`config.mk`:
```
export PLATFORM = sky130hd
export DESIGN_NAME = mgbb_cfg
export DESIGN_NICKNAME = d
export VERILOG_FILES = /design/src/hdl/motion_grid_bounding_box_defines.svh /design/src/hdl/mgbb_pkg.sv /design/src/hdl/mgbb_cfg.sv
export SDC_FILE = /design/constraint.sdc
export NUM_CORES = 1
export LEC_CHECK = 0
export ABC_CLOCK_PERIOD_IN_PS = 2100
export BUFFER_PORTS_ARGS = -buffer_cell sky130_fd_sc_hd__buf_4
export CELL_PAD_IN_SITES_DETAIL_PLACEMENT = 0
export CELL_PAD_IN_SITES_GLOBAL_PLACEMENT = 1
export CORE_AREA = 10 10 91 113
export CTS_CLUSTER_SIZE = 28
export DETAILED_ROUTE_END_ITERATION = 7
export DIE_AREA = 0 0 101 123
export MAX_ROUTING_LAYER = met4
export PLACE_DENSITY = 0.89
export SLEW_MARGIN = 15
export SYNTH_ARGS = -nofsm -noshare
export SYNTH_HDL_FRONTEND = slang
export SYNTH_SLANG_ARGS = --single-unit
```
`constraint.sdc`:
```
create_clock -name clk_i -period 2.1 [get_ports clk_i]
set_clock_uncertainty 0.05 [all_clocks]
set_input_delay 0.105 -clock clk_i [delete_from_list [all_inputs] [get_ports clk_i]]
set_output_delay 0.105 -clock clk_i [all_outputs]
set_load 0.01 [all_outputs]
```
`src/hdl/motion_grid_bounding_box_defines.svh`:
```
// Assertion helpers shared by the motion grid blocks.
// Each macro expects clk_i and rst_ni in the enclosing module.
`ifndef MOTION_GRID_BOUNDING_BOX_DEFINES_SVH
`define MOTION_GRID_BOUNDING_BOX_DEFINES_SVH

// Property must hold at every clock edge outside reset.
`define MGBB_ASSERT(name, prop, msg) \
  name: assert property (@(posedge clk_i) disable iff (!rst_ni) prop) \
    else $error(msg);

// Condition must never be seen at a clock edge outside reset.
`define MGBB_ASSERT_NEVER(name, cond, msg) \
  name: assert property (@(posedge clk_i) disable iff (!rst_ni) !(cond)) \
    else $error(msg);

`endif

```
`src/hdl/mgbb_pkg.sv`:
```
`timescale 1ns / 1ps

package mgbb_pkg;

  // Grid store geometry
  localparam int unsigned MaxGridCells = 16384;
  localparam int unsigned MaxGridSide  = 128;
  localparam int unsigned AddrW        = $clog2(MaxGridCells);
  localparam int unsigned SideW        = $clog2(MaxGridSide);

  // Field widths
  localparam int unsigned LumaW    = 8;
  localparam int unsigned DimW     = 14;
  localparam int unsigned CellW    = 7;
  localparam int unsigned GridW    = 8;
  localparam int unsigned CountW   = 15;
  localparam int unsigned CfgIdxW  = 3;
  localparam int unsigned CfgDataW = 15;

  localparam logic [CountW-1:0] CountMax = '1;

  // Pixel positions before clamping: (side index + 1) * cell size
  localparam int unsigned PosW = SideW + 1 + CellW;

  // Margin of a fifth, done as multiply by a rounded-up reciprocal.
  // The extra two bits of shift keep the quotient exact for any PosW-bit span.
  localparam int unsigned MarginDiv   = 5;
  localparam int unsigned MarginShift = PosW + 2;
  localparam int unsigned MarginRecip = ((2 ** MarginShift) + MarginDiv - 1) / MarginDiv;
  localparam int unsigned ProdW       = PosW + MarginShift;

  // Register reset values
  localparam logic [DimW-1:0]     FrameWidthRst  = 14'd1920;
  localparam logic [DimW-1:0]     FrameHeightRst = 14'd1080;
  localparam logic [CellW-1:0]    CellSizeRst    = 7'd16;
  localparam logic [GridW-1:0]    GridWidthRst   = 8'd120;
  localparam logic [GridW-1:0]    GridHeightRst  = 8'd67;
  localparam logic [LumaW-1:0]    ThresholdRst   = 8'd25;
  localparam logic [CountW-1:0]   MinChangedRst  = 15'd4;

  typedef enum logic [CfgIdxW-1:0] {
    RegFrameWidth  = 3'd0,
    RegFrameHeight = 3'd1,
    RegCellSize    = 3'd2,
    RegGridWidth   = 3'd3,
    RegGridHeight  = 3'd4,
    RegThreshold   = 3'd5,
    RegMinChanged  = 3'd6
  } cfg_reg_e;

  // Effective configuration as seen by the datapath
  typedef struct packed {
    logic [DimW-1:0]   frame_width;
    logic [DimW-1:0]   frame_height;
    logic [CellW-1:0]  cell_size;
    logic [SideW-1:0]  gw_m1;
    logic [SideW-1:0]  gh_m1;
    logic [LumaW-1:0]  threshold;
    logic [CountW-1:0] min_changed;
  } cfg_t;

  // Per-frame change statistics
  typedef struct packed {
    logic [CountW-1:0] count;
    logic [SideW-1:0]  min_col;
    logic [SideW-1:0]  max_col;
    logic [SideW-1:0]  min_row;
    logic [SideW-1:0]  max_row;
  } stats_t;

  localparam stats_t StatsClear = '{
    count:   '0,
    min_col: '1,
    max_col: '0,
    min_row: '1,
    max_row: '0
  };

  typedef struct packed {
    logic [DimW-1:0] pos;
    logic [DimW-1:0] len;
  } edge_t;

  // Last valid index for a grid side register: zero reads as one, clamp to max.
  function automatic logic [SideW-1:0] side_last(logic [GridW-1:0] v);
    logic [SideW-1:0] res;
    if (v == '0) begin
      res = '0;
    end else if (32'(v) > MaxGridSide) begin
      res = SideW'(MaxGridSide - 1);
    end else begin
      res = SideW'(v - GridW'(1));
    end
    return res;
  endfunction

endpackage

```
`src/hdl/mgbb_cfg.sv`:
```
`timescale 1ns / 1ps

module mgbb_cfg (
  input  logic                             clk_i,
  input  logic                             rst_ni,
  input  logic                             cfg_valid_i,
  output logic                             cfg_ready_o,
  input  logic [mgbb_pkg::CfgIdxW-1:0]     cfg_index_i,
  input  logic [mgbb_pkg::CfgDataW-1:0]    cfg_data_i,
  output mgbb_pkg::cfg_t                   cfg_o,
  output logic                             grid_wr_o
);

  logic [mgbb_pkg::DimW-1:0]   frame_width_q, frame_width_d;
  logic [mgbb_pkg::DimW-1:0]   frame_height_q, frame_height_d;
  logic [mgbb_pkg::CellW-1:0]  cell_size_q, cell_size_d;
  logic [mgbb_pkg::GridW-1:0]  grid_width_q, grid_width_d;
  logic [mgbb_pkg::GridW-1:0]  grid_height_q, grid_height_d;
  logic [mgbb_pkg::LumaW-1:0]  threshold_q, threshold_d;
  logic [mgbb_pkg::CountW-1:0] min_changed_q, min_changed_d;
  logic                        cfg_fire;
  mgbb_pkg::cfg_reg_e          reg_sel;

  assign cfg_ready_o = 1'b1;
  assign cfg_fire    = cfg_valid_i && cfg_ready_o;
  assign reg_sel     = mgbb_pkg::cfg_reg_e'(cfg_index_i);

  always_comb begin
    frame_width_d  = frame_width_q;
    frame_height_d = frame_height_q;
    cell_size_d    = cell_size_q;
    grid_width_d   = grid_width_q;
    grid_height_d  = grid_height_q;
    threshold_d    = threshold_q;
    min_changed_d  = min_changed_q;
    if (cfg_fire) begin
      unique case (reg_sel)
        mgbb_pkg::RegFrameWidth:  frame_width_d  = cfg_data_i[mgbb_pkg::DimW-1:0];
        mgbb_pkg::RegFrameHeight: frame_height_d = cfg_data_i[mgbb_pkg::DimW-1:0];
        mgbb_pkg::RegCellSize:    cell_size_d    = cfg_data_i[mgbb_pkg::CellW-1:0];
        mgbb_pkg::RegGridWidth:   grid_width_d   = cfg_data_i[mgbb_pkg::GridW-1:0];
        mgbb_pkg::RegGridHeight:  grid_height_d  = cfg_data_i[mgbb_pkg::GridW-1:0];
        mgbb_pkg::RegThreshold:   threshold_d    = cfg_data_i[mgbb_pkg::LumaW-1:0];
        mgbb_pkg::RegMinChanged:  min_changed_d  = cfg_data_i[mgbb_pkg::CountW-1:0];
        default: ;
      endcase
    end
  end

  always_ff @(posedge clk_i or negedge rst_ni) begin
    if (!rst_ni) begin
      frame_width_q  <= mgbb_pkg::FrameWidthRst;
      frame_height_q <= mgbb_pkg::FrameHeightRst;
      cell_size_q    <= mgbb_pkg::CellSizeRst;
      grid_width_q   <= mgbb_pkg::GridWidthRst;
      grid_height_q  <= mgbb_pkg::GridHeightRst;
      threshold_q    <= mgbb_pkg::ThresholdRst;
      min_changed_q  <= mgbb_pkg::MinChangedRst;
    end else begin
      frame_width_q  <= frame_width_d;
      frame_height_q <= frame_height_d;
      cell_size_q    <= cell_size_d;
      grid_width_q   <= grid_width_d;
      grid_height_q  <= grid_height_d;
      threshold_q    <= threshold_d;
      min_changed_q  <= min_changed_d;
    end
  end

  // A grid size write restarts the scan and drops the stored frame
  assign grid_wr_o = cfg_fire &&
                     (reg_sel == mgbb_pkg::RegGridWidth || reg_sel == mgbb_pkg::RegGridHeight);

  assign cfg_o.frame_width  = frame_width_q;
  assign cfg_o.frame_height = frame_height_q;
  assign cfg_o.cell_size    = (cell_size_q == '0) ? mgbb_pkg::CellW'(1) : cell_size_q;
  assign cfg_o.gw_m1        = mgbb_pkg::side_last(grid_width_q);
  assign cfg_o.gh_m1        = mgbb_pkg::side_last(grid_height_q);
  assign cfg_o.threshold    = threshold_q;
  assign cfg_o.min_changed  = min_changed_q;

endmodule

```
# After elaboration in Yosys (flattened, before gate mapping)

Index checks and enable logic that the tools add are counted.

Register bits after elaboration: 74
Word-level logic and storage cells: 35

Add/subtract/negate cells: 2
Order comparisons: 2
Eq/ne operators: 6
Mux-type cells: 5
Reduce and logical (&&, ||, !) cells: 13

Operators with widths:

| cell                                                                  | count |
|---|---|
| 7-bit two-way mux                                                     | 5 |
| 8-bit > comparator, second input constant                             | 2 |
| 8-bit zero test                                                       | 2 |
| 2-bit AND reduction                                                   | 7 |
| 7-bit by 1-bit subtractor with 7-bit output, second input constant    | 2 |
| 3-bit equality test, second input constant                            | 3 |
| 7-bit zero test                                                       | 1 |
| 3-bit by 2-bit equality test with 1-bit output, second input constant | 2 |
| 3-bit by 1-bit equality test with 1-bit output, second input constant | 1 |
| 3-bit zero test                                                       | 1 |
| 1-bit logical AND                                                     | 1 |
| 1-bit logical OR                                                      | 1 |

# Logic depth before layout (Yosys ltp)

Word-level depth: 3
Mapped depth: 6

# Worst setup path before layout

OpenSTA, ideal clock, no wires.

Path kind: flip-flop to output port
From: register grid_height_q[4] (netlist name)
To: output port cfg_o[23] (netlist name)
Arrival time: 1.510 ns
Data required time: 1.945 ns
Setup slack: 0.435 ns
Cell stages (with the launch flop): 4
Cells stage by stage: dfrtp_1 > or3_4 > or3_4 > maj3_2

RTL lines:

| what                   | RTL line       | RTL |
|---|---|---|
| start, declared        | mgbb_cfg.sv:18 | `logic [mgbb_pkg::GridW-1:0] grid_height_q, grid_height_d;` |
| start signal, assigned | mgbb_cfg.sv:56 | `grid_height_q <= mgbb_pkg::GridHeightRst;` |
| start signal, assigned | mgbb_cfg.sv:64 | `grid_height_q <= grid_height_d;` |
| end, declared          | mgbb_cfg.sv:10 | `output mgbb_pkg::cfg_t cfg_o,` |

==> flow_summary.ini <==
[clock_network]
cts_tree = built
clk_pin_slew_ps = 70
cts_root_buf = clkbuf_8
clk_latency_ps = 340
htreeDepth = 3
cts_inserted_buffers = 9
cts_buffer_depth = 2
clock-sinks = 74

[sta]
finalMaxSlewViolations = 0
fmax_ghz = 0.471
hold-worst-slack_ps = 19.9
worst_slack_ps = -24.0
slew_headroom = 0.390
setup_violations = 1
finalCritPeriodShare = 1.01
tightest_slew_ps = 915
fin_crit_ps = 2120
finalHoldViolations = 0
rsz0062_at_grt = yes

[synthesis]
synth-async-reset-ratio = 1.00
synth_flop_cell = dfrtp_1
yosysTopAreaCell = dfrtp_1
synth_top_area_frac = 0.412
syn-cell-area_um2 = 3280
synth.area.top_cells = dfrtp_1 (41%), mux2_2 (24%), dfstp_2 (16%), ha_1 (1.5%), a21oi_1 (1.4%)
synth_common_cells = mux2_2 (71), dfrtp_1 (54), dfstp_2 (20)
yosysWarnings = 0
yosysMostFrequentCell = mux2_2
syn_inst = 244
synth_enable_flop_cells = 0
syn_avg_cell_area_um2 = 13.4
syn_nets = 269
synth-seq-cells = 74
synth_cell_type_count = 33
ys_seq_area_frac = 0.572

[setup_path]
cp_data_arrival_time_ps = 1970
worstPathMaxFanout = 5
r2r_setup_slack_ps = 1090
path_class = register to output pin
critPathCaptureType = output pin
rr_startpoint = grid_height_q[0]$_DFFE_PN1P_
crit_start = grid_height_q[4]$_DFFE_PN0P_
worst_ep_required_time_ps = 1950
start_kind = register

[power]
combinationalPowerShare = 0.334
total_power_uw = 4590
vdd_drop_max_mv = 0.659
p_sw_frac = 0.303
intPower_uw = 3200
clkPwrFrac = 0.222
p_per_area_nw_per_um2 = 1020
sequentialPowerShare = 0.444
leakage_uw = 0.00201
p_switching_uw = 1390

[placement]
place.detailed.hpwl_mm = 5.96
dp_cells = 425
gp_congestion = 0.751
io_buffers = 93
place_ws_ps = 284

[grt]
grt_pass1_vias = 2464
grt_pass1_wl_mm = 12.9
grt_overflow = 0
antenna_found_initial = 0
grt_use_total = 0.138
grt_start_max_net_pins = 75

[die]
start_util = 0.405
core_region_area_um2 = 8100
die_area_um2 = 12400
chipHeight_um = 123
io_pins = 95
rows = 37
die_w_um = 101

[routing]
drc = 0
wirelength_mm = 8.29
vias = 2308
ant_nets = 0
avgViaCountPerCell = 5.03
dr.first_iter.drc_count = 78
wl_per_cell_um = 18.1
drt_pass1_iterations = 4

[final_layout]
fin_nets = 382
antenna_cells = 0
final_util = 0.554
drive_gt1_frac = 0.641
final_cells = 459
syn_to_final_growth_pct = 37.0
n_fill_cell = 682

[worst_hold_path]
holdCritStartpoint = cfg_data_i[6]
hold_path_class = input pin to register

[flow_run]
max-cap-violations = 0

[run_status]
violations = setup timing
status = finished, violations left
[cell type report]
class / count / area (um2) / area share
inverters: 7 / 26.3 / 0.00585
clock buffers: 14 / 173 / 0.0384
clock inverters: 2 / 10.0 / 0.00223
well taps: 97 / 121 / 0.0270
multi-input cells: 150 / 1390 / 0.309
repair buffers: 115 / 895 / 0.199
flip-flops and latches: 74 / 1880 / 0.418
[through the flow]
step / instance area (um2) / setup TNS, ps
detailed placement: 4070 / 0
CTS: 4390 / -64.3
global placement: 4070 / 0
finish: 4490 / -24.0
global route: 4490 / -273
floorplan: 3280 / 0
[registers in the layout (all words and copies together) (netlist names)]
name            flops
cell_size_q         7
threshold_q         8
grid_width_q        8
min_changed_q      15
frame_width_q      14
frame_height_q     14
grid_height_q       8
[cells in the final DEF, fill, tap and decap left out, types with 3 or more instances in the layout]
master           n
nand2b_1         3
a21oi_1          7
dfstp_2         20
dlygate4sd3_1   11
mux2_2          71
nand2_1          8
buf_4          103
nand4b_1         3
nor3_1           3
nor2_1           8
dfrtp_1         54
o21ai_0          4
inv_1            5
xnor2_1          4
nor3_2           3
clkbuf_8        12
[routing by layer]
layer,track usage,part of all wire,vias to the layer above
li1,-,-,1078
met1,0.141,0.38,1152
met2,0.236,0.54,68
met3,0.0452,0.060,10
met4,0.0593,0.017,0
met5,-,0,-
[worst max-delay path, stage by stage (launching register included)]
cell	delay, ps
dfrtp_1	380
or3_4	420
or3_4	390
maj3_2	320
buf_6	120
[cell families after synthesis]
group / share of synthesized area
other cells: 0.00114
mux: 0.250
flops: 0.572
compound gates: 0.0347
simple gates: 0.0836
buf+inv: 0.0263
xor+xnor: 0.0134
fa+ha+maj: 0.0187
[power by group through the flow]
stage	combinational [uW]	sequential, uW	clock [uW]
after floorplan	623	2110	0
after global placement	1430	2040	0
after detailed placement	1450	2060	0
after CTS	1500	2030	1060
after global routing	1670	2080	1120
final	1530	2040	1020
[repair_timing]
action | in CTS | in global routing
buffers inserted | 3 | 4
gates resized for setup | 2 | 20
hold buffers | 11 | 0
pin swaps | 1 | 2
hold endpoints to repair | 80 | 0
setup endpoints to repair | 7 | 14
[worst paths after layout]
check / endpoint / cells after the start
hold reg to reg: frame_width_q[12]$_DFFE_PN0P_ / 1
min in group asynchronous: min_changed_q[8]$_DFFE_PN0P_ / 2
max in group asynchronous: frame_width_q[0]$_DFFE_PN0P_ / 2
setup / recovery: cfg_o[23] / 4
hold / removal: frame_width_q[6]$_DFFE_PN0P_ / 2
setup reg to reg: grid_height_q[0]$_DFFE_PN1P_ / 3
Note: power is estimated with default switching activity, not from simulation.
