<file path="src/hdl/motion_grid_bounding_box_defines.svh">
// Assertion helpers shared by the motion grid blocks.
// Each macro expects clk_i and rst_ni in the enclosing module.
`ifndef MOTION_GRID_BOUNDING_BOX_DEFINES_SVH
`define MOTION_GRID_BOUNDING_BOX_DEFINES_SVH

// Property must hold at every clock edge outside reset.
`define MGBB_ASSERT(name, prop, msg) \
  name: assert property (@(posedge clk_i) disable iff (!rst_ni) prop) \
    else $error(msg);

// Condition must never be seen at a clock edge outside reset.
`define MGBB_ASSERT_NEVER(name, cond, msg) \
  name: assert property (@(posedge clk_i) disable iff (!rst_ni) !(cond)) \
    else $error(msg);

`endif

</file>
<file path="src/hdl/mgbb_pkg.sv">
`timescale 1ns / 1ps

package mgbb_pkg;

  // Grid store geometry
  localparam int unsigned MaxGridCells = 16384;
  localparam int unsigned MaxGridSide  = 128;
  localparam int unsigned AddrW        = $clog2(MaxGridCells);
  localparam int unsigned SideW        = $clog2(MaxGridSide);

  // Field widths
  localparam int unsigned LumaW    = 8;
  localparam int unsigned DimW     = 14;
  localparam int unsigned CellW    = 7;
  localparam int unsigned GridW    = 8;
  localparam int unsigned CountW   = 15;
  localparam int unsigned CfgIdxW  = 3;
  localparam int unsigned CfgDataW = 15;

  localparam logic [CountW-1:0] CountMax = '1;

  // Pixel positions before clamping: (side index + 1) * cell size
  localparam int unsigned PosW = SideW + 1 + CellW;

  // Margin of a fifth, done as multiply by a rounded-up reciprocal.
  // The extra two bits of shift keep the quotient exact for any PosW-bit span.
  localparam int unsigned MarginDiv   = 5;
  localparam int unsigned MarginShift = PosW + 2;
  localparam int unsigned MarginRecip = ((2 ** MarginShift) + MarginDiv - 1) / MarginDiv;
  localparam int unsigned ProdW       = PosW + MarginShift;

  // Register reset values
  localparam logic [DimW-1:0]     FrameWidthRst  = 14'd1920;
  localparam logic [DimW-1:0]     FrameHeightRst = 14'd1080;
  localparam logic [CellW-1:0]    CellSizeRst    = 7'd16;
  localparam logic [GridW-1:0]    GridWidthRst   = 8'd120;
  localparam logic [GridW-1:0]    GridHeightRst  = 8'd67;
  localparam logic [LumaW-1:0]    ThresholdRst   = 8'd25;
  localparam logic [CountW-1:0]   MinChangedRst  = 15'd4;

  typedef enum logic [CfgIdxW-1:0] {
    RegFrameWidth  = 3'd0,
    RegFrameHeight = 3'd1,
    RegCellSize    = 3'd2,
    RegGridWidth   = 3'd3,
    RegGridHeight  = 3'd4,
    RegThreshold   = 3'd5,
    RegMinChanged  = 3'd6
  } cfg_reg_e;

  // Effective configuration as seen by the datapath
  typedef struct packed {
    logic [DimW-1:0]   frame_width;
    logic [DimW-1:0]   frame_height;
    logic [CellW-1:0]  cell_size;
    logic [SideW-1:0]  gw_m1;
    logic [SideW-1:0]  gh_m1;
    logic [LumaW-1:0]  threshold;
    logic [CountW-1:0] min_changed;
  } cfg_t;

  // Per-frame change statistics
  typedef struct packed {
    logic [CountW-1:0] count;
    logic [SideW-1:0]  min_col;
    logic [SideW-1:0]  max_col;
    logic [SideW-1:0]  min_row;
    logic [SideW-1:0]  max_row;
  } stats_t;

  localparam stats_t StatsClear = '{
    count:   '0,
    min_col: '1,
    max_col: '0,
    min_row: '1,
    max_row: '0
  };

  typedef struct packed {
    logic [DimW-1:0] pos;
    logic [DimW-1:0] len;
  } edge_t;

  // Last valid index for a grid side register: zero reads as one, clamp to max.
  function automatic logic [SideW-1:0] side_last(logic [GridW-1:0] v);
    logic [SideW-1:0] res;
    if (v == '0) begin
      res = '0;
    end else if (32'(v) > MaxGridSide) begin
      res = SideW'(MaxGridSide - 1);
    end else begin
      res = SideW'(v - GridW'(1));
    end
    return res;
  endfunction

endpackage

</file>
<file path="src/hdl/mgbb_roi.sv">
`timescale 1ns / 1ps
`include "motion_grid_bounding_box_defines.svh"

module mgbb_roi (
  input  logic                          clk_i,
  input  logic                          rst_ni,
  input  mgbb_pkg::cfg_t                cfg_i,
  input  logic                          stats_valid_i,
  input  mgbb_pkg::stats_t              stats_i,
  output logic                          stats_ready_o,
  output logic                          out_valid_o,
  input  logic                          out_ready_i,
  output logic                          motion_active_o,
  output logic [mgbb_pkg::CountW-1:0]   changed_count_o,
  output logic [mgbb_pkg::DimW-1:0]     roi_x_o,
  output logic [mgbb_pkg::DimW-1:0]     roi_y_o,
  output logic [mgbb_pkg::DimW-1:0]     roi_w_o,
  output logic [mgbb_pkg::DimW-1:0]     roi_h_o
);

  // Widen by the margin, clamp both edges to the frame, floor the size at zero
  function automatic mgbb_pkg::edge_t edge_fit(logic [mgbb_pkg::PosW-1:0] lo_px,
                                               logic [mgbb_pkg::PosW-1:0] hi_px,
                                               logic [mgbb_pkg::PosW-1:0] margin,
                                               logic [mgbb_pkg::DimW-1:0] limit);
    logic [mgbb_pkg::PosW:0] lo;
    logic [mgbb_pkg::PosW:0] hi;
    logic [mgbb_pkg::PosW:0] lim;
    mgbb_pkg::edge_t         res;
    lim = (mgbb_pkg::PosW + 1)'(limit);
    lo  = (lo_px > margin) ? {1'b0, lo_px - margin} : '0;
    hi  = {1'b0, hi_px} + {1'b0, margin};
    if (hi > lim) hi = lim;
    if (lo > lim) lo = lim;
    res.pos = mgbb_pkg::DimW'(lo);
    res.len = (hi > lo) ? mgbb_pkg::DimW'(hi - lo) : '0;
    return res;
  endfunction

  // Stage A: captured stats
  logic             a_v_q, a_v_d;
  mgbb_pkg::stats_t a_q;

  // Stage B: cell edges scaled to pixels
  logic                        b_v_q, b_v_d;
  logic                        b_act_q;
  logic [mgbb_pkg::CountW-1:0] b_cnt_q;
  logic [mgbb_pkg::PosW-1:0]   b_ax_q, b_bx_q, b_ay_q, b_by_q;

  // Stage C: margins
  logic                        c_v_q, c_v_d;
  logic                        c_act_q;
  logic [mgbb_pkg::CountW-1:0] c_cnt_q;
  logic [mgbb_pkg::PosW-1:0]   c_ax_q, c_bx_q, c_mx_q, c_ay_q, c_by_q, c_my_q;

  // Output register
  logic                        out_v_q, out_v_d;
  logic                        act_q;
  logic [mgbb_pkg::CountW-1:0] cnt_q;
  logic [mgbb_pkg::DimW-1:0]   x_q, y_q, w_q, h_q;

  logic                        a_load, b_load, c_load, out_load;
  logic                        a_hold, b_hold, c_hold, out_free;
  logic                        act_a;
  logic [mgbb_pkg::PosW-1:0]   cs_ext;
  logic [mgbb_pkg::PosW-1:0]   dx, dy;
  logic [mgbb_pkg::ProdW-1:0]  prod_x, prod_y;
  mgbb_pkg::edge_t             fit_x, fit_y;

  assign out_free = !out_v_q || out_ready_i;
  assign c_hold   = c_v_q && !out_free;
  assign b_hold   = b_v_q && c_hold;
  assign a_hold   = a_v_q && b_hold;

  assign stats_ready_o = !a_hold;
  assign a_load        = stats_valid_i && stats_ready_o;
  assign b_load        = a_v_q && !b_hold;
  assign c_load        = b_v_q && !c_hold;
  assign out_load      = c_v_q && out_free;

  assign a_v_d   = a_load || a_hold;
  assign b_v_d   = b_load || b_hold;
  assign c_v_d   = c_load || c_hold;
  assign out_v_d = out_load || (out_v_q && !out_ready_i);

  assign act_a  = (a_q.count != '0) && (a_q.count >= cfg_i.min_changed);
  assign cs_ext = mgbb_pkg::PosW'(cfg_i.cell_size);

  assign dx     = b_bx_q - b_ax_q;
  assign dy     = b_by_q - b_ay_q;
  assign prod_x = mgbb_pkg::ProdW'(dx) * mgbb_pkg::ProdW'(mgbb_pkg::MarginRecip);
  assign prod_y = mgbb_pkg::ProdW'(dy) * mgbb_pkg::ProdW'(mgbb_pkg::MarginRecip);

  assign fit_x = edge_fit(c_ax_q, c_bx_q, c_mx_q, cfg_i.frame_width);
  assign fit_y = edge_fit(c_ay_q, c_by_q, c_my_q, cfg_i.frame_height);

  always_ff @(posedge clk_i or negedge rst_ni) begin
    if (!rst_ni) begin
      a_v_q   <= 1'b0;
      b_v_q   <= 1'b0;
      c_v_q   <= 1'b0;
      out_v_q <= 1'b0;
    end else begin
      a_v_q   <= a_v_d;
      b_v_q   <= b_v_d;
      c_v_q   <= c_v_d;
      out_v_q <= out_v_d;
    end
  end

  always_ff @(posedge clk_i) begin
    if (a_load) begin
      a_q <= stats_i;
    end
    if (b_load) begin
      b_act_q <= act_a;
      b_cnt_q <= a_q.count;
      b_ax_q  <= mgbb_pkg::PosW'(a_q.min_col) * cs_ext;
      b_bx_q  <= (mgbb_pkg::PosW'(a_q.max_col) + 1'b1) * cs_ext;
      b_ay_q  <= mgbb_pkg::PosW'(a_q.min_row) * cs_ext;
      b_by_q  <= (mgbb_pkg::PosW'(a_q.max_row) + 1'b1) * cs_ext;
    end
    if (c_load) begin
      c_act_q <= b_act_q;
      c_cnt_q <= b_cnt_q;
      c_ax_q  <= b_ax_q;
      c_bx_q  <= b_bx_q;
      c_ay_q  <= b_ay_q;
      c_by_q  <= b_by_q;
      c_mx_q  <= prod_x[mgbb_pkg::MarginShift +: mgbb_pkg::PosW];
      c_my_q  <= prod_y[mgbb_pkg::MarginShift +: mgbb_pkg::PosW];
    end
    if (out_load) begin
      act_q <= c_act_q;
      cnt_q <= c_cnt_q;
      x_q   <= c_act_q ? fit_x.pos : '0;
      y_q   <= c_act_q ? fit_y.pos : '0;
      w_q   <= c_act_q ? fit_x.len : '0;
      h_q   <= c_act_q ? fit_y.len : '0;
    end
  end

  assign out_valid_o     = out_v_q;
  assign motion_active_o = act_q;
  assign changed_count_o = cnt_q;
  assign roi_x_o         = x_q;
  assign roi_y_o         = y_q;
  assign roi_w_o         = w_q;
  assign roi_h_o         = h_q;

  `MGBB_ASSERT(a_idle_region_zero, out_v_q && !act_q |-> x_q == '0 && y_q == '0 && w_q == '0 && h_q == '0, "inactive result carries a region")
  `MGBB_ASSERT(a_backpressure_full, !stats_ready_o |-> a_v_q && b_v_q && c_v_q && out_v_q, "stats refused with a free stage")
  `MGBB_ASSERT_NEVER(a_active_zero_count, out_v_q && act_q && cnt_q == '0, "active result with zero count")

endmodule
</file>
<file path="config.mk">
export PLATFORM = sky130hd
export DESIGN_NAME = mgbb_roi
export DESIGN_NICKNAME = d
export VERILOG_FILES = /design/src/hdl/mgbb_pkg.sv /design/src/hdl/mgbb_roi.sv
export VERILOG_INCLUDE_DIRS = /design/src /design/src/hdl
export SDC_FILE = /design/constraint.sdc
export NUM_CORES = 2
export LEC_CHECK = 0
export ABC_CLOCK_PERIOD_IN_PS = 12700
export BUFFER_PORTS_ARGS = -buffer_cell sky130_fd_sc_hd__buf_2
export CAP_MARGIN = 20
export CORE_UTILIZATION = 55
export CTS_CLUSTER_DIAMETER = 60
export DETAILED_ROUTE_END_ITERATION = 12
export GPL_ROUTABILITY_DRIVEN = 1
export PLACE_DENSITY_LB_ADDON = 0.2
export SYNTH_ARGS = -nofsm -noshare
export SYNTH_HDL_FRONTEND = slang
export SYNTH_SLANG_ARGS = --single-unit
</file>
<file path="constraint.sdc">
create_clock -name clk_i -period 12.7 [get_ports clk_i]
set_input_delay 0.635 -clock clk_i [delete_from_list [all_inputs] [get_ports clk_i]]
set_output_delay 0.635 -clock clk_i [all_outputs]
set_load 0.02 [all_outputs]
</file>
# After elaboration in Yosys (flattened, before gate mapping)
# Cells that the tools add are included.
# word_totals
out_inout_bits	74
in_bits	119
regBits	297
elab_cells	83
# op_classes
order_cmp	9
n_mux	6
reduce_logical	23
mul	6
add_sub_neg	10
# op_table
operator	n
$mul A15 B15 Y30 const B	2
$mux W15	4
$add A15 B13 Y16	2
$gt A16 B14 Y1	2
$gt A16 B15 Y1	2
$mux W16	2
$gt A15 B13 Y1	2
$gt A15 B14 Y1	2
$mul A8 B7 Y15	2
$sub A15 B13 Y15	2
$sub A15 B15 Y15	2
$mul A7 B7 Y14	2
$sub A14 B14 Y14	2
$add A7 B1 Y8 const B	2
$ge A15 B15 Y1	1
$reduce_bool A15 Y1	1
$logic_and A1 B1 Y1	9
$logic_not A1 Y1	6
$logic_or A1 B1 Y1	5
$reduce_and A2 Y1	2

# Longest topological paths before layout
# depth
depth_word	9
mapped_depth	37

# Least setup slack after synthesis
# Ideal clock, no wire load.
# synth_path
kind	flip-flop to flip-flop
start	register b_bx_q[2] in the netlist's numbering
end	register c_mx_q[12] in the netlist's numbering (data pin)
period_less_slack_ps	7543
t_arrival_ps	7283
path_buffers	0
path_slack_ps	5157
stages_incl_launch_ff	31
required_time_ps	12440
cell_sequence	edfxtp_1 > ha_1 > nor2b_1 > o31a_1 > o221a_2 > o311a_1 > o21a_1 > o21a_1 > o21ai_0 > nand2b_1 > xnor2_1 > ha_1 > inv_1 > ha_1 > inv_1 > fa_1 > inv_1 > fa_1 > fa_1 > fa_1 > ha_1 > a21o_1 > a2111oi_2 > o2111ai_1 > nand3_1 > o21ai_2 > o41ai_4 > o21ai_1 > a21oi_1 > xnor2_1 > xnor2_1
# synth_via
elab_chain_len	2
# synth_lines
element	line	source
from (decl)	mgbb_roi.sv:48	logic [mgbb_pkg::PosW-1:0] b_ax_q, b_bx_q, b_ay_q, b_by_q;
from (signal assigned)	mgbb_roi.sv:119	b_bx_q <= (mgbb_pkg::PosW'(a_q.max_col) + 1'b1) * cs_ext;
$sub A15 B15 Y15	mgbb_roi.sv:89	assign dx = b_bx_q - b_ax_q;
$mul A15 B15 Y30	mgbb_roi.sv:91	assign prod_x = mgbb_pkg::ProdW'(dx) * mgbb_pkg::ProdW'(mgbb_pkg::MarginRecip);
via prod_x (one bit)	mgbb_roi.sv:67	logic [mgbb_pkg::ProdW-1:0] prod_x, prod_y;
to (signal assigned)	mgbb_roi.sv:130	c_mx_q <= prod_x[mgbb_pkg::MarginShift +: mgbb_pkg::PosW];
to (decl)	mgbb_roi.sv:54	logic [mgbb_pkg::PosW-1:0] c_ax_q, c_bx_q, c_mx_q, c_ay_q, c_by_q, c_my_q;
# The timed path passes the listed nets, and every way through them passes these cells.
# A chain may end at the register's enable or synchronous reset.

# Worst setup path in the final report
# layout_path
start	register b_ay_q[1] in the netlist's numbering
end	register c_my_q[11] in the netlist's numbering (data pin)
# layout_via
elab_chain_len	2
# layout_lines
element	line	source
from (decl)	mgbb_roi.sv:48	
from (signal assigned)	mgbb_roi.sv:120	b_ay_q <= mgbb_pkg::PosW'(a_q.min_row) * cs_ext;
$sub A15 B15 Y15	mgbb_roi.sv:90	assign dy = b_by_q - b_ay_q;
$mul A15 B15 Y30	mgbb_roi.sv:92	assign prod_y = mgbb_pkg::ProdW'(dy) * mgbb_pkg::ProdW'(mgbb_pkg::MarginRecip);
via prod_y (one bit)	mgbb_roi.sv:67	
to (signal assigned)	mgbb_roi.sv:131	c_my_q <= prod_y[mgbb_pkg::MarginShift +: mgbb_pkg::PosW];
to (decl)	mgbb_roi.sv:54	
# The timed path passes the listed nets, and every way through them passes these cells.

==> metrics.txt <==
Clk Latency, worst-skew pair 0.55 ns; WHS 0.253 ns; antenna-violating nets left 0; design area 0.0341 sq mm; CTS buffer count 37; Post-Synth Simple-Gate Area 10.6%; Critical Path RT 12.98 ns; met3 usage 3.74%; number of global-route vias before repair 22.0k; Post-Route Setup TNS 0 ns; register bit total from synthesis 293; EDFF count, synth 289; first-pass GRT wire length 110000 um; Yosys top cell area share 27.9%; most common cell in the netlist ha_1; largest family of logic cells by synthesized area adder cells; adder and majority gate portion of the synthesized area 38.8%; clk_skew 0.0136 ns; Worst Setup End Kind flop; IO Port Bufs 170; WS Path Type flop to flop; Final period util 66.3%; GP Congestion 0.904; CP Data Arrival Time 8.70 ns; core area 0.0555 sq mm; worst stage delay on the critical path 0.65 ns; Slew Limit Fails 0; Compound-Gate Fraction of Synth Area 8.57%; Rows 86; main flop type after synthesis edfxtp_1; asr flop ratio synth 1.37%; largest net degree at the start of global routing 75; die width 240 um; top cells by area, synth edfxtp_1 (28%), ha_1 (22%), fa_1 (16%); Post-Route WL 66400 um; CP max stage cell xor2_1; Post-Syn Instances 2951; Slew @ Worst Pin 1.05 ns; Area growth syn-to-layout 9.67%; FMAX 0.119 GHz; Synthesis Warnings 0; Layout Nets 4072; CTS root buf clkbuf_16; n_diodes 0; met1 Use GR 33.4%; CP most frequent cell fa_1; final hold vios 0; first-pass iteration count of the detailed router 5; maxcap violations 0; GRT Total Usage 24.1%; share of layout cells above drive strength 1 9.47%; die footprint 0.0576 sq mm; initial antenna violation count 3; DRC viols 0; GR Overflow Total 0; crit path time final 8.41 ns; via count 21.2k; status complete, no violations; hold crit path type input pin to flop; sequential area share after synthesis 28.2%; postcts setup bufs 0; Setup Viol. Count Final 0; Slew HR 29.3%; Synth cell types 75; htree depth 2; crit-path leading delay family adder cells; top cells by count, synth ha_1 (556), inv_1 (514), edfxtp_1 (289); CP Buf/Inv Count 3; Starting DRT DRC Count 873; TritonCTS clock tree yes; Initial Util 56.1%; layer with the highest usage met2; fin util 61.5%; critical path startpoint category flop; Die Ht 240 um; mux contribution to synthesized area 1.97%; Avg Inst Size Synth 10.5 sq um; I/O Pins 193; synthesized cell area 0.0311 sq mm; Crit Path Max Fanout 7; dpl hpwl 55000 um; vias per cell 5.42; Cell Area, Placed 0.0329 sq mm; RSZ-0062 raised after global routing false; Avg WL per Cell 17.0 um; grt met2 use 39.1%; clock-pin slew on the worst setup and hold paths 0.05 ns; clock sink count 293; Post-Synth XOR/XNOR Area 5.09%; clock buffer depth 3; largest area contributor in the netlist edfxtp_1
## flip-flops by register name, indices dropped and copies added, names as in the netlist, 15 cells and up
| register | cells |
|---|---|
| changed_count_o | 15 |
| b_cnt_q | 15 |
| b_bx_q | 15 |
| c_bx_q | 15 |
| a_q | 43 |
| b_by_q | 15 |
| c_by_q | 15 |
| c_cnt_q | 15 |
## logic make-up after synthesis
kind of cell,after synthesis
flip-flops,293
AND/OR/NAND/NOR,665
multiplexers,55
other,2
buffers and inverters,549
AO/OA/AOI/OAI,394
adder cells (fa/ha/maj),812
XOR/XNOR,181
## worst paths after layout
path                                            from                            to  slack [ns]  cells past startpoint
worst max-delay path             b_ay_q[1]$_DFFE_PP_          c_my_q[11]$_DFFE_PP_        4.29                     31
worst min-delay path                      stats_i[1]              a_q[1]$_DFFE_PP_        0.25                      1
worst max register to register   b_ay_q[1]$_DFFE_PP_          c_my_q[11]$_DFFE_PP_        4.29                     31
worst min register to register  c_cnt_q[5]$_DFFE_PP_  changed_count_o[5]$_DFFE_PP_        0.41                      0
max in group asynchronous                     rst_ni               c_v_q$_DFF_PN0_       12.15                      2
min in group asynchronous                     rst_ni               a_v_q$_DFF_PN0_        0.42                      2
## layer usage
metal,vias to the layer above,wire length (um)
met3,108,3500
met5,-,34
met1,10200,31300
li1,10400,-
met4,6,1640
met2,458,30000
## worst register-to-register path: cells and delay by family, from the launching register on
kind | cells | cell delay, ns
AO/OA/AOI/OAI | 13 | 2.71
buffers and inverters | 3 | 0.16
flip-flops | 1 | 0.40
AND/OR/NAND/NOR | 5 | 0.63
adder cells (fa/ha/maj) | 8 | 3.45
XOR/XNOR | 2 | 0.80
## per-stage QoR
step	cells	setup WS (ns)
final	3916	4.29
after global routing	3916	3.73
after CTS	3915	4.02
after detailed placement	3848	4.08
after global placement	3848	4.22
after floorplan	2953	5.16
## placed cells by master (no fill, tap or decap), types with 59 or more instances in the layout
cell / count
o21ai_0: 63
a21o_1: 59
fa_1: 256
nand2_1: 184
edfxtp_1: 289
xor2_1: 62
a21oi_1: 113
nor2b_1: 72
inv_1: 514
and2_1: 84
ha_1: 556
nor2_1: 145
xnor2_1: 119
buf_2: 170
## area by class of cell
class / count / area, sq um
clock buffers: 46 / 1000
clock inverters: 20 / 267
fillers: 4639 / 21400
inverters: 515 / 1930
multi-input cells: 2111 / 20300
flip-flops and latches: 293 / 8780
well taps: 748 / 936
repair buffers: 183 / 951
## timing repair
item	CTS	global route
setup endpoints to repair	0	0
hold buffers	1	0
resized for setup	0	0
hold endpoints to repair	4	0
Power is left out: the tool's default activity adds up to more than one toggle a clock period on the data nets, which glitch-free logic cannot reach.
